--- src/rtl/krt_pkg.sv ---
`timescale 1ns / 1ps
package krt_pkg;

   localparam int TableDepthDefault = 64;
   localparam int IdW = 32;
   localparam int CatW = 2;
   localparam int IndexW = 6;
   localparam int TotalW = 7;

   typedef enum logic [2:0] {
      ACT_ADD    = 3'd0,
      ACT_FIND   = 3'd1,
      ACT_MODIFY = 3'd2,
      ACT_DELETE = 3'd3,
      ACT_SORT   = 3'd4,
      ACT_CLEAR  = 3'd5,
      ACT_RSVD6  = 3'd6,
      ACT_RSVD7  = 3'd7
   } action_type;

   typedef enum logic [2:0] {
      ST_OK        = 3'd0,
      ST_NOT_FOUND = 3'd1,
      ST_EMPTY     = 3'd2,
      ST_DUPLICATE = 3'd3,
      ST_FULL      = 3'd4,
      ST_BAD_CAT   = 3'd5
   } status_type;

   typedef struct packed {
      action_type             action;
      logic signed [IdW-1:0]  key_id;
      logic signed [IdW-1:0]  new_id;
      logic [CatW-1:0]        category;
   } req_type;

   typedef struct packed {
      status_type             status;
      logic [IndexW-1:0]      entry_index;
      logic signed [IdW-1:0]  entry_id;
      logic [CatW-1:0]        entry_category;
      logic [TotalW-1:0]      entry_total;
   } rsp_type;

endpackage

--- src/rtl/keyed_record_table.sv ---
`timescale 1ns / 1ps
// Keyed record table: holds up to TABLE_DEPTH records of a unique signed id and a
// category, in one single-port-write, single-port-read memory. One request is taken
// at a time; req_stall stays high until its response has been taken. Each memory
// access has an address step, then a registered data step. A find, add or modify
// scans every stored record, a delete adds a compaction that moves each later
// record down one place, and the sort is a bubble sort of adjacent compares.
// Clear and reserved actions go straight to the response.
// The memory read port is shared by the scan, compaction, sort and show steps; only the sort uses id_gt.
module keyed_record_table
   import krt_pkg::*;
#(
   parameter int TABLE_DEPTH = TableDepthDefault
) (
   input  logic    clock,
   input  logic    reset,
   input  logic    req_valid,
   output logic    req_stall,
   input  req_type req_data,
   output logic    rsp_valid,
   input  logic    rsp_stall,
   output rsp_type rsp_data
);

   localparam int AW = (TABLE_DEPTH > 1) ? $clog2(TABLE_DEPTH) : 1;
   localparam int CW = $clog2(TABLE_DEPTH + 1);
   localparam logic [CW-1:0] DepthC = CW'(TABLE_DEPTH);

   typedef enum logic [3:0] {
      S_IDLE, S_SCAN_A, S_SCAN_W, S_SCAN_C, S_DECIDE, S_DEL_A, S_DEL_W,
      S_SORT_A, S_SORT_B, S_SORT_C, S_SORT_W, S_SHOW_A, S_SHOW_W, S_RESP
   } state_type;

   state_type state_ff;
   req_type   req_ff;
   rsp_type   rsp_ff;
   logic [CW-1:0] count_ff;
   logic [CW-1:0] ptr_ff;      // scan / walk pointer
   logic [CW-1:0] limit_ff;    // sort pass limit
   logic [CW-1:0] key_pos_ff;
   logic          key_hit_ff;
   logic          nid_hit_ff;
   logic [IdW+CatW-1:0] hold_ff; // record held for sort swap
   logic [CW-1:0] show_ff;

   logic                wr_en;
   logic [AW-1:0]       wr_addr, rd_addr;
   logic [IdW+CatW-1:0] wr_data, rd_data;

   krt_store #(.TABLE_DEPTH(TABLE_DEPTH)) u_store (
      .clock  (clock),
      .wr_en  (wr_en),
      .wr_addr(wr_addr),
      .wr_data(wr_data),
      .rd_addr(rd_addr),
      .rd_data(rd_data)
   );

   // id comparator for the sort
   logic signed [IdW-1:0] rd_id, hold_id;
   logic                  id_gt;
   assign rd_id   = rd_data[IdW+CatW-1:CatW];
   assign hold_id = hold_ff[IdW+CatW-1:CatW];
   assign id_gt   = hold_id > rd_id;

   assign req_stall = (state_ff != S_IDLE);
   assign rsp_valid = (state_ff == S_RESP);
   assign rsp_data  = rsp_ff;

   // memory port control
   always_comb begin
      wr_en   = 1'b0;
      wr_addr = ptr_ff[AW-1:0];
      wr_data = rd_data;
      rd_addr = ptr_ff[AW-1:0];
      case (state_ff)
         S_DECIDE: begin
            wr_data = {req_ff.action == ACT_ADD ? req_ff.key_id : req_ff.new_id,
                       req_ff.category};
            if (req_ff.action == ACT_ADD) begin
               wr_addr = count_ff[AW-1:0];
               wr_en = !key_hit_ff && count_ff < DepthC && req_ff.category != '0;
            end else begin
               wr_addr = key_pos_ff[AW-1:0];
               wr_en = req_ff.action == ACT_MODIFY && count_ff != '0 && key_hit_ff
                       && !nid_hit_ff && req_ff.category != '0;
            end
         end
         S_DEL_W: begin
            // move record at ptr down one place
            wr_en   = 1'b1;
            wr_addr = AW'(ptr_ff - 1'b1);
         end
         S_SORT_C: begin
            // on a swap, write the smaller at j here, then the larger at j+1 in S_SORT_W
            wr_en   = id_gt;
            wr_addr = AW'(ptr_ff - 1'b1);
            wr_data = rd_data;
         end
         S_SORT_W: begin
            wr_en   = 1'b1;
            wr_data = hold_ff;
         end
         S_SHOW_A: rd_addr = show_ff[AW-1:0];
         default: ;
      endcase
   end

   // sequencer
   always_ff @(posedge clock) begin
      if (reset) begin
         state_ff <= S_IDLE;
         count_ff <= '0;
      end else begin
         case (state_ff)
            S_IDLE: begin
               if (req_valid) begin
                  req_ff     <= req_data;
                  ptr_ff     <= (req_data.action == ACT_SORT) ? CW'(1) : '0;
                  key_hit_ff <= 1'b0;
                  nid_hit_ff <= 1'b0;
                  key_pos_ff <= '0;
                  rsp_ff     <= '{status: ST_OK, entry_index: '0, entry_id: '0,
                                  entry_category: '0,
                                  entry_total: (req_data.action == ACT_CLEAR) ?
                                               '0 : TotalW'(count_ff)};
                  case (req_data.action)
                     ACT_ADD, ACT_FIND, ACT_MODIFY, ACT_DELETE: state_ff <= S_SCAN_A;
                     ACT_SORT: begin
                        limit_ff <= count_ff;
                        state_ff <= S_SORT_A;
                     end
                     ACT_CLEAR: begin
                        count_ff <= '0;
                        state_ff <= S_RESP;
                     end
                     default: state_ff <= S_RESP;
                  endcase
               end
            end
            // linear search for key_id and new_id
            S_SCAN_A: begin
               state_ff <= (ptr_ff < count_ff) ? S_SCAN_W : S_DECIDE;
            end
            S_SCAN_W: state_ff <= S_SCAN_C;
            S_SCAN_C: begin
               if (rd_id == req_ff.key_id && !key_hit_ff) begin
                  key_hit_ff <= 1'b1;
                  key_pos_ff <= ptr_ff;
               end
               if (rd_id == req_ff.new_id) nid_hit_ff <= 1'b1;
               ptr_ff   <= ptr_ff + 1'b1;
               state_ff <= S_SCAN_A;
            end
            S_DECIDE: begin
               case (req_ff.action)
                  ACT_ADD: begin
                     state_ff <= S_RESP;
                     if (key_hit_ff) rsp_ff.status <= ST_DUPLICATE;
                     else if (count_ff >= DepthC) rsp_ff.status <= ST_FULL;
                     else if (req_ff.category == '0) rsp_ff.status <= ST_BAD_CAT;
                     else begin
                        count_ff <= count_ff + 1'b1;
                        rsp_ff.entry_total    <= TotalW'(count_ff + 1'b1);
                        rsp_ff.entry_index    <= IndexW'(count_ff);
                        rsp_ff.entry_id       <= req_ff.key_id;
                        rsp_ff.entry_category <= req_ff.category;
                     end
                  end
                  default: begin
                     if (count_ff == '0) begin
                        rsp_ff.status <= ST_EMPTY;
                        state_ff <= S_RESP;
                     end else if (!key_hit_ff) begin
                        rsp_ff.status <= ST_NOT_FOUND;
                        state_ff <= S_RESP;
                     end else if (req_ff.action == ACT_FIND) begin
                        show_ff  <= key_pos_ff;
                        state_ff <= S_SHOW_A;
                     end else if (req_ff.action == ACT_MODIFY) begin
                        state_ff <= S_RESP;
                        if (nid_hit_ff) rsp_ff.status <= ST_DUPLICATE;
                        else if (req_ff.category == '0) rsp_ff.status <= ST_BAD_CAT;
                        else begin
                           rsp_ff.entry_index    <= IndexW'(key_pos_ff);
                           rsp_ff.entry_id       <= req_ff.new_id;
                           rsp_ff.entry_category <= req_ff.category;
                        end
                     end else begin
                        ptr_ff   <= key_pos_ff + 1'b1;
                        state_ff <= S_DEL_A;
                     end
                  end
               endcase
            end
            // compaction after delete
            S_DEL_A: begin
               if (ptr_ff < count_ff) state_ff <= S_DEL_W;
               else begin
                  count_ff <= count_ff - 1'b1;
                  rsp_ff.entry_total <= TotalW'(count_ff - 1'b1);
                  if (key_pos_ff < count_ff - 1'b1) begin
                     show_ff  <= key_pos_ff;
                     state_ff <= S_SHOW_A;
                  end else begin
                     rsp_ff.entry_index <= IndexW'(key_pos_ff);
                     state_ff <= S_RESP;
                  end
               end
            end
            S_DEL_W: begin
               ptr_ff   <= ptr_ff + 1'b1;
               state_ff <= S_DEL_A;
            end
            // bubble sort: ptr is j+1, hold is record j
            S_SORT_A: begin
               if (limit_ff < CW'(2)) begin
                  rsp_ff.entry_total <= TotalW'(count_ff);
                  if (count_ff != '0) begin
                     show_ff  <= '0;
                     state_ff <= S_SHOW_A;
                  end else state_ff <= S_RESP;
               end else if (ptr_ff >= limit_ff) begin
                  limit_ff <= limit_ff - 1'b1;
                  ptr_ff   <= CW'(1);
               end else if (ptr_ff == CW'(1)) begin
                  ptr_ff   <= '0;
                  state_ff <= S_SORT_B;
               end else state_ff <= S_SORT_B;
            end
            S_SORT_B: begin
               // a new pass reads record 0 first, then loads it into hold
               if (ptr_ff == '0) begin
                  ptr_ff <= CW'(1);
               end else begin
                  if (ptr_ff == CW'(1)) hold_ff <= rd_data;
                  state_ff <= S_SORT_C;
               end
            end
            S_SORT_C: begin
               if (id_gt) state_ff <= S_SORT_W;
               else begin
                  hold_ff  <= rd_data;
                  ptr_ff   <= ptr_ff + 1'b1;
                  state_ff <= S_SORT_A;
               end
            end
            S_SORT_W: begin
               ptr_ff   <= ptr_ff + 1'b1;
               state_ff <= S_SORT_A;
            end
            S_SHOW_A: state_ff <= S_SHOW_W;
            S_SHOW_W: begin
               rsp_ff.entry_index    <= IndexW'(show_ff);
               rsp_ff.entry_id       <= rd_id;
               rsp_ff.entry_category <= rd_data[CatW-1:0];
               state_ff <= S_RESP;
            end
            S_RESP: if (!rsp_stall) state_ff <= S_IDLE;
            default: state_ff <= S_IDLE;
         endcase
      end
   end

`ifndef NO_ASSERTIONS
   a_count_range: assert property (@(posedge clock) disable iff (reset)
      count_ff <= DepthC) else $error("record count above depth");
   a_one_at_a_time: assert property (@(posedge clock) disable iff (reset)
      rsp_valid |-> req_stall) else $error("request taken while response pending");
   a_clear_empties: assert property (@(posedge clock) disable iff (reset)
      (state_ff == S_IDLE && req_valid && req_data.action == ACT_CLEAR)
      |=> count_ff == '0) else $error("clear left records");
`endif

endmodule

--- src/rtl/krt_store.sv ---
`timescale 1ns / 1ps
// record memory: one write port, one registered read port
module krt_store
   import krt_pkg::*;
#(
   parameter int TABLE_DEPTH = TableDepthDefault,
   localparam int AW = (TABLE_DEPTH > 1) ? $clog2(TABLE_DEPTH) : 1
) (
   input  logic                   clock,
   input  logic                   wr_en,
   input  logic [AW-1:0]          wr_addr,
   input  logic [IdW+CatW-1:0]    wr_data,
   input  logic [AW-1:0]          rd_addr,
   output logic [IdW+CatW-1:0]    rd_data
);

   logic [IdW+CatW-1:0] mem [TABLE_DEPTH];

   // write port
   always_ff @(posedge clock) begin
      if (wr_en) begin
         mem[wr_addr] <= wr_data;
      end
   end

   // registered read port
   always_ff @(posedge clock) begin
      rd_data <= mem[rd_addr];
   end

endmodule
--- config.mk ---
export PLATFORM = sky130hd
export DESIGN_NAME = keyed_record_table
export DESIGN_NICKNAME = d
export VERILOG_FILES = /design/src/rtl/krt_pkg.sv /design/src/rtl/keyed_record_table.sv /design/src/rtl/krt_store.sv
export SDC_FILE = /design/constraint.sdc
export NUM_CORES = 2
export LEC_CHECK = 0
export BUFFER_PORTS_ARGS = -buffer_cell sky130_fd_sc_hd__buf_2
export CAP_MARGIN = 25
export CORE_AREA = 2 2 428 430
export CTS_CLUSTER_DIAMETER = 120
export DETAILED_ROUTE_END_ITERATION = 16
export DIE_AREA = 0 0 430 432
export PLACE_DENSITY_LB_ADDON = 0.3
export SYNTH_ARGS = -nofsm -noshare
export SYNTH_HDL_FRONTEND = slang
export SYNTH_SLANG_ARGS = --single-unit
--- constraint.sdc ---
create_clock -name clock -period 11.5 [get_ports clock]
set_input_delay 1.15 -clock clock [delete_from_list [all_inputs] [get_ports clock]]
set_output_delay 1.15 -clock clock [all_outputs]
set_load 0.05 [all_outputs]
After elaboration in Yosys (flattened, before gate mapping)
Memories as Yosys holds them, arrays and structs flattened. A register that Yosys moved wholly into a read port is not among the register bits.
Cells that the tools add are included.
{"block": "totals", "regBits": 193, "ram_bits": 2176, "in_bits": 73, "output_inout_bits": 52, "word_cells": 238, "n_memories": 1}
{"block": "classes", "addsub": 6, "magnitude_cmp": 7, "n_eq_ne": 62, "n_mux": 98, "n_bitwise": 1, "reduce_logical": 45}
{"name": "u_store.mem", "words": 64, "width": 34, "read_ports": 1, "rd_clocked_by_memory_dff": 1, "wr": 1, "line_no": "krt_store.sv:17", "text": "logic [IdW+CatW-1:0] mem [TABLE_DEPTH];"}
{"cell": "$mux 7", "n": 26}
{"cell": "$mux 40", "n": 4}
{"cell": "$mux 47", "n": 3}
{"cell": "$pmux 34 s2", "n": 2}
{"cell": "$mux 43", "n": 3}
{"cell": "$mux 34", "n": 3}
{"cell": "$pmux 34 s3", "n": 1}
{"cell": "$mux 6", "n": 12}
{"cell": "$eq 32x32->1", "n": 2}
{"cell": "$pmux 4 s14", "n": 1}
{"cell": "$ne 2x2->1 const B", "n": 26}
{"cell": "$mux 50", "n": 1}
{"cell": "$mux 4", "n": 12}
{"cell": "$pmux 7 s6", "n": 1}
{"cell": "$ne 3x3->1 const B", "n": 11}
{"cell": "$gt 32x32->1", "n": 1}
{"cell": "$mux 32", "n": 1}
{"cell": "$pmux 7 s2", "n": 2}
{"cell": "$pmux 7 s4", "n": 1}
{"cell": "$mux 3", "n": 9}
{"cell": "$eq 4x4->1 const B", "n": 6}
{"cell": "$pmux 6 s4", "n": 1}
{"cell": "$reduce_and 12->1", "n": 2}
{"cell": "$add 7x1->7 const B", "n": 3}
{"cell": "other kinds (46)", "n": 85}

Depth between registers and ports, before layout
{"block": "logic_depth", "word_depth": 9, "mapped_depth": 15, "ltp_nobuf": 13}

By module
From an unflattened synthesis, not the netlist that was laid out.
{"block": "hier_totals", "cells_unflattened": 4836, "area_unflattened_um2": 94814.7}
{"mod": "krt_store", "n_inst": 1, "cells_per_inst": 3767, "area_per_inst_um2": 83681.5, "seq_area_each_um2": 66023.3}
{"mod": "keyed_record_table", "n_inst": 1, "cells_per_inst": 1069, "area_per_inst_um2": 11133.2, "seq_area_each_um2": 5685.5}

Least setup slack after synthesis
Ideal clock, no wire load.
{"block": "synth_timing", "path_type": "in2reg", "start": "input port reset", "end": "register req_ff[0] (netlist name), enable pin", "setup_time_ps": 596, "arrival_ps": 6420, "t_required_ps": 10904, "path_slack_ps": 4484, "stages": 2, "path_buffers": 1, "path_cell_list": "clkbuf_1 nor3b_1"}
{"block": "synth_between", "elab_chain_cells": 2}
{"item": "start: declaration", "line_no": "keyed_record_table.sv:16", "text": "input logic reset,"}
{"item": "$not 1->1 (no line)"}
{"item": "$reduce_and 3->1 (no line)"}
{"item": "end signal: assignment", "line_no": "keyed_record_table.sv:118", "text": "req_ff <= req_data;"}
{"item": "end: declaration", "line_no": "keyed_record_table.sv:35", "text": "req_type req_ff;"}
No other way between the ends.
A chain may end at the register's enable or synchronous reset.

Final worst setup path
{"block": "layout_timing", "start": "register state_ff[1]", "end": "register u_store.rd_data[24] (read register of u_store.mem)"}
{"block": "layout_between", "elab_chain_cells": 2}
{"item": "start: declaration", "line_no": "keyed_record_table.sv:34", "text": "state_type state_ff;"}
{"item": "start signal: assignment", "line_no": "keyed_record_table.sv:143", "text": "state_ff <= (ptr_ff < count_ff) ? S_SCAN_W : S_DECIDE;"}
{"item": "$eq 4x4->1", "line_no": "keyed_record_table.sv:76", "text": "case (state_ff)"}
{"item": "$mux 6", "line_no": "keyed_record_table.sv:76"}
{"item": "end: declaration", "line_no": "krt_store.sv:14", "text": "output logic [IdW+CatW-1:0] rd_data"}
No other way between the ends.

==> impl_results.md <==
- Worst r2r src: state_ff[1]
- DR vias: 60,200
- Detailed Route WL: 300,000 microns
- R2R Setup Slk: 5.34 ns
- FMAX: 162 MHz
- Most frequent cells in the layout: edfxtp_1 (2,358), nand2_1 (855), a21oi_1 (541)
- Die area: 186,000 sq um
- Worst rel slew slack: 21.1%
- CP endpoint: u_store.rd_data[24]
- Share of layout cells above drive strength 1: 15.0%
- Unique masters post-synth: 85
- Setup_tns: 0 ns
- Number of synthesized flops with an enable pin: 2,358
- IO buf count: 124
- Worst Setup SP: state_ff[1]
- Post-CTS setup buffers: 0
- Worst Tran Pin Value: 1.17 ns
- WP data required: 12.16 ns
- Pre-CTS setup slack: 5.38 ns
- Tot Pwr: 29,700 uW
- Starting Density: 52.7%
- Final period util: 53.6%
- CTS tree: built
- Antenna-violating nets left: 0
- Status: finished, final reports clean
- Yosys reg bits: 2,403
- Std cell rows: 157
- Vias per inst: 6.83
- Crit-path slowest cell: dfxtp_1
- Cell chain of the critical path: nand4b_4 -> mux2_8 -> buf_4 -> buf_4 -> mux2i_1 -> o22ai_1 -> o41ai_1 -> a21oi_1 -> a311oi_1 -> o21ai_0
- Setup ws final: 5.34 ns
- R2r endpoint: u_store.rd_data[24]
- Fin Clk Skew: 0.0583 ns
- Gr usage total: 31.8%
- Post_cts resized: 0
- Iter 0 DRT Violations: 11,000
- Placed cell area: 99,800 sq um
- Die Height: 432 microns
- Number of global-route vias before repair: 56,800
- Post-synthesis sequential area ratio: 74.9%
- Peak VDD IR: 0.289 mV
- # DRC: 0
- Antenna violations before repair: 19
- Die X: 430 microns
- Crit-path max cell delay: 0.97 ns
- Largest net degree at the start of global routing: 129
- Final Instance Area: 107,000 sq um
- Drt pass-1 iters: 6
- Final Critical Period: 6.16 ns
- Mapped Avg Cell Area: 15.8 sq um
- Worst-path clk slew: 0.07 ns
- Clock Tree Root: clkbuf_16
- Worst-path fanout max: 49
- Most common cell after layout, fill and taps aside: edfxtp_1
- Max clock buf depth: 3
- First-pass GRT wire length: 420,000 microns
- Clock Latency Late Sink: 0.89 ns
- Clock sinks: 2,403
- Leakage: 0.0352 uW
- Max-Cap Viols: 0
- Critical path's most frequent cell: buf_4
- Core area: 182,000 sq um
- Mapped Area: 95,700 sq um
- Filler instances: 13,200
- Post-synth ARST share: 0%
- Hold WC Path Type: in2reg
- GRT overflow: 0
- PwrDens: 276 nW/um^2
- H-tree depth: 4
- Critical Path Source Type: flip-flop
- Critical Path Sink Type: flip-flop
- Endpoints failing hold: 0
- Register Area: 71,700 sq um
- RSZ-0062 raised after global routing: false
- Cell count of the worst reg-to-reg path: 10
- Syn Nets: 6,169
- # IOs: 125
- DP HPWL: 164,000 microns
- Routed len/inst: 34.0 microns
- Hold_buf cts: 0
- Area of the multi-input gates: 22,700 sq um
- CTS buffer count: 227
- Dpl cells: 8,369
- Worst endpoint data arrival time: 6.82 ns
- Routability congestion estimate from global placement: 0.945
- Layout Nets: 6,350
- Critical path class: reg2reg
- Final Max Slew Viols: 0
- Most used DFF post-synth: edfxtp_1
- Yosys warnings: 0
- Mapped Cells: 6,038
- Post-Layout Cell Count: 8,804
- Area delta synth->final: 12.2%
- Setup violations, final: 0
[final cells by class]
class | count | share of cell area [%]
inverters | 62 | 0.217
diodes | 5 | 0.0117
clock inverters | 139 | 1.31
clock buffers | 285 | 5.66
multi-input cells | 3207 | 21.1
flip-flops and latches | 2403 | 66.8
repair buffers | 318 | 2.16
well taps | 2385 | 2.78
[kinds of logic after synthesis]
group | count (synthesis) | synth area share [%]
AOI/OAI and AO/OA | 1355 | 9.26
xor gates and xnor gates | 85 | 0.778
adders and majority gates | 58 | 0.758
buffers and inverters | 428 | 2.24
DFF | 2403 | 74.9
muxes | 398 | 6.27
and+or+nand+nor | 1311 | 5.76
[through the flow]
stage | hold WS (ns) | utilization [%]
after floorplan | 0.431 | -
after global placement | 0.526 | 54.8
after detailed placement | 0.525 | 54.9
after CTS | 0.396 | 59.1
after global routing | 0.415 | 59.1
final | 0.440 | 59.1
[worst min-delay path by stage]
stage                        from         end  cells past startpoint
2_1_floorplan  u_store.rd_data[0]  hold_ff[0]                      0
3_3_place_gp   u_store.rd_data[0]  hold_ff[0]                      0
3_5_place_dp   u_store.rd_data[0]  hold_ff[0]                      0
4_1_cts              req_data[63]  req_ff[63]                      1
5_1_grt               req_data[3]   req_ff[3]                      1
6_report              req_data[3]   req_ff[3]                      1
[synthesized netlist by cell type, types with 33 or more instances]
library cell     n  share of area, %
a2111oi_0       48              0.44
a21oi_1        541               2.8
a221o_1         58              0.61
a221oi_1       127               1.2
buf_2          120              0.63
clkbuf_1       158              0.62
dfxtp_1         45              0.94
edfxtp_1      2358                74
ha_1            58              0.76
inv_1           62              0.24
mux2i_1        228               2.4
mux4_2         154               3.6
nand2_1        863               3.4
nand3_1         70              0.37
nor2_1         174              0.68
nor3_1          63              0.33
o21ai_0        183              0.96
o221ai_1        42              0.38
o22ai_1         78              0.51
xnor2_1         52              0.48
xor2_1          33              0.30
[registers in the layout (all words and copies together) (netlist names), 6 cells and up]
name / count
count_ff: 7
hold_ff: 34
key_pos_ff: 7
limit_ff: 7
ptr_ff: 7
req_ff: 69
rsp_data: 50
show_ff: 6
u_store.mem: 2176
u_store.rd_data: 34
[per-layer routing]
metal / track usage (%) / wire length, microns / up-vias
li1: - / - / 24200
met1: 43.2 / 107000 / 30100
met2: 47.9 / 134000 / 5041
met3: 8.38 / 42200 / 873
met4: 15.5 / 16300 / 14
met5: 0 / 87 / -
[critical path, delay by kind of cell (launching register included)]
family | cells | cell delay (ns)
AO/OA/AOI/OAI | 5 | 1.70
multiplexers | 2 | 1.03
flip-flops | 1 | 0.97
buffers and inverters | 2 | 1.34
AND/OR/NAND/NOR | 1 | 0.70
[where the power goes]
part           leakage [uW]  switching (uW)  internal [uW]
combinational       0.00987            7690           2570
sequential           0.0217             327          11600
clock               0.00363            3290           4240
total                0.0352           11300          18400
No activity file was read; power rests on OpenSTA's default activity.
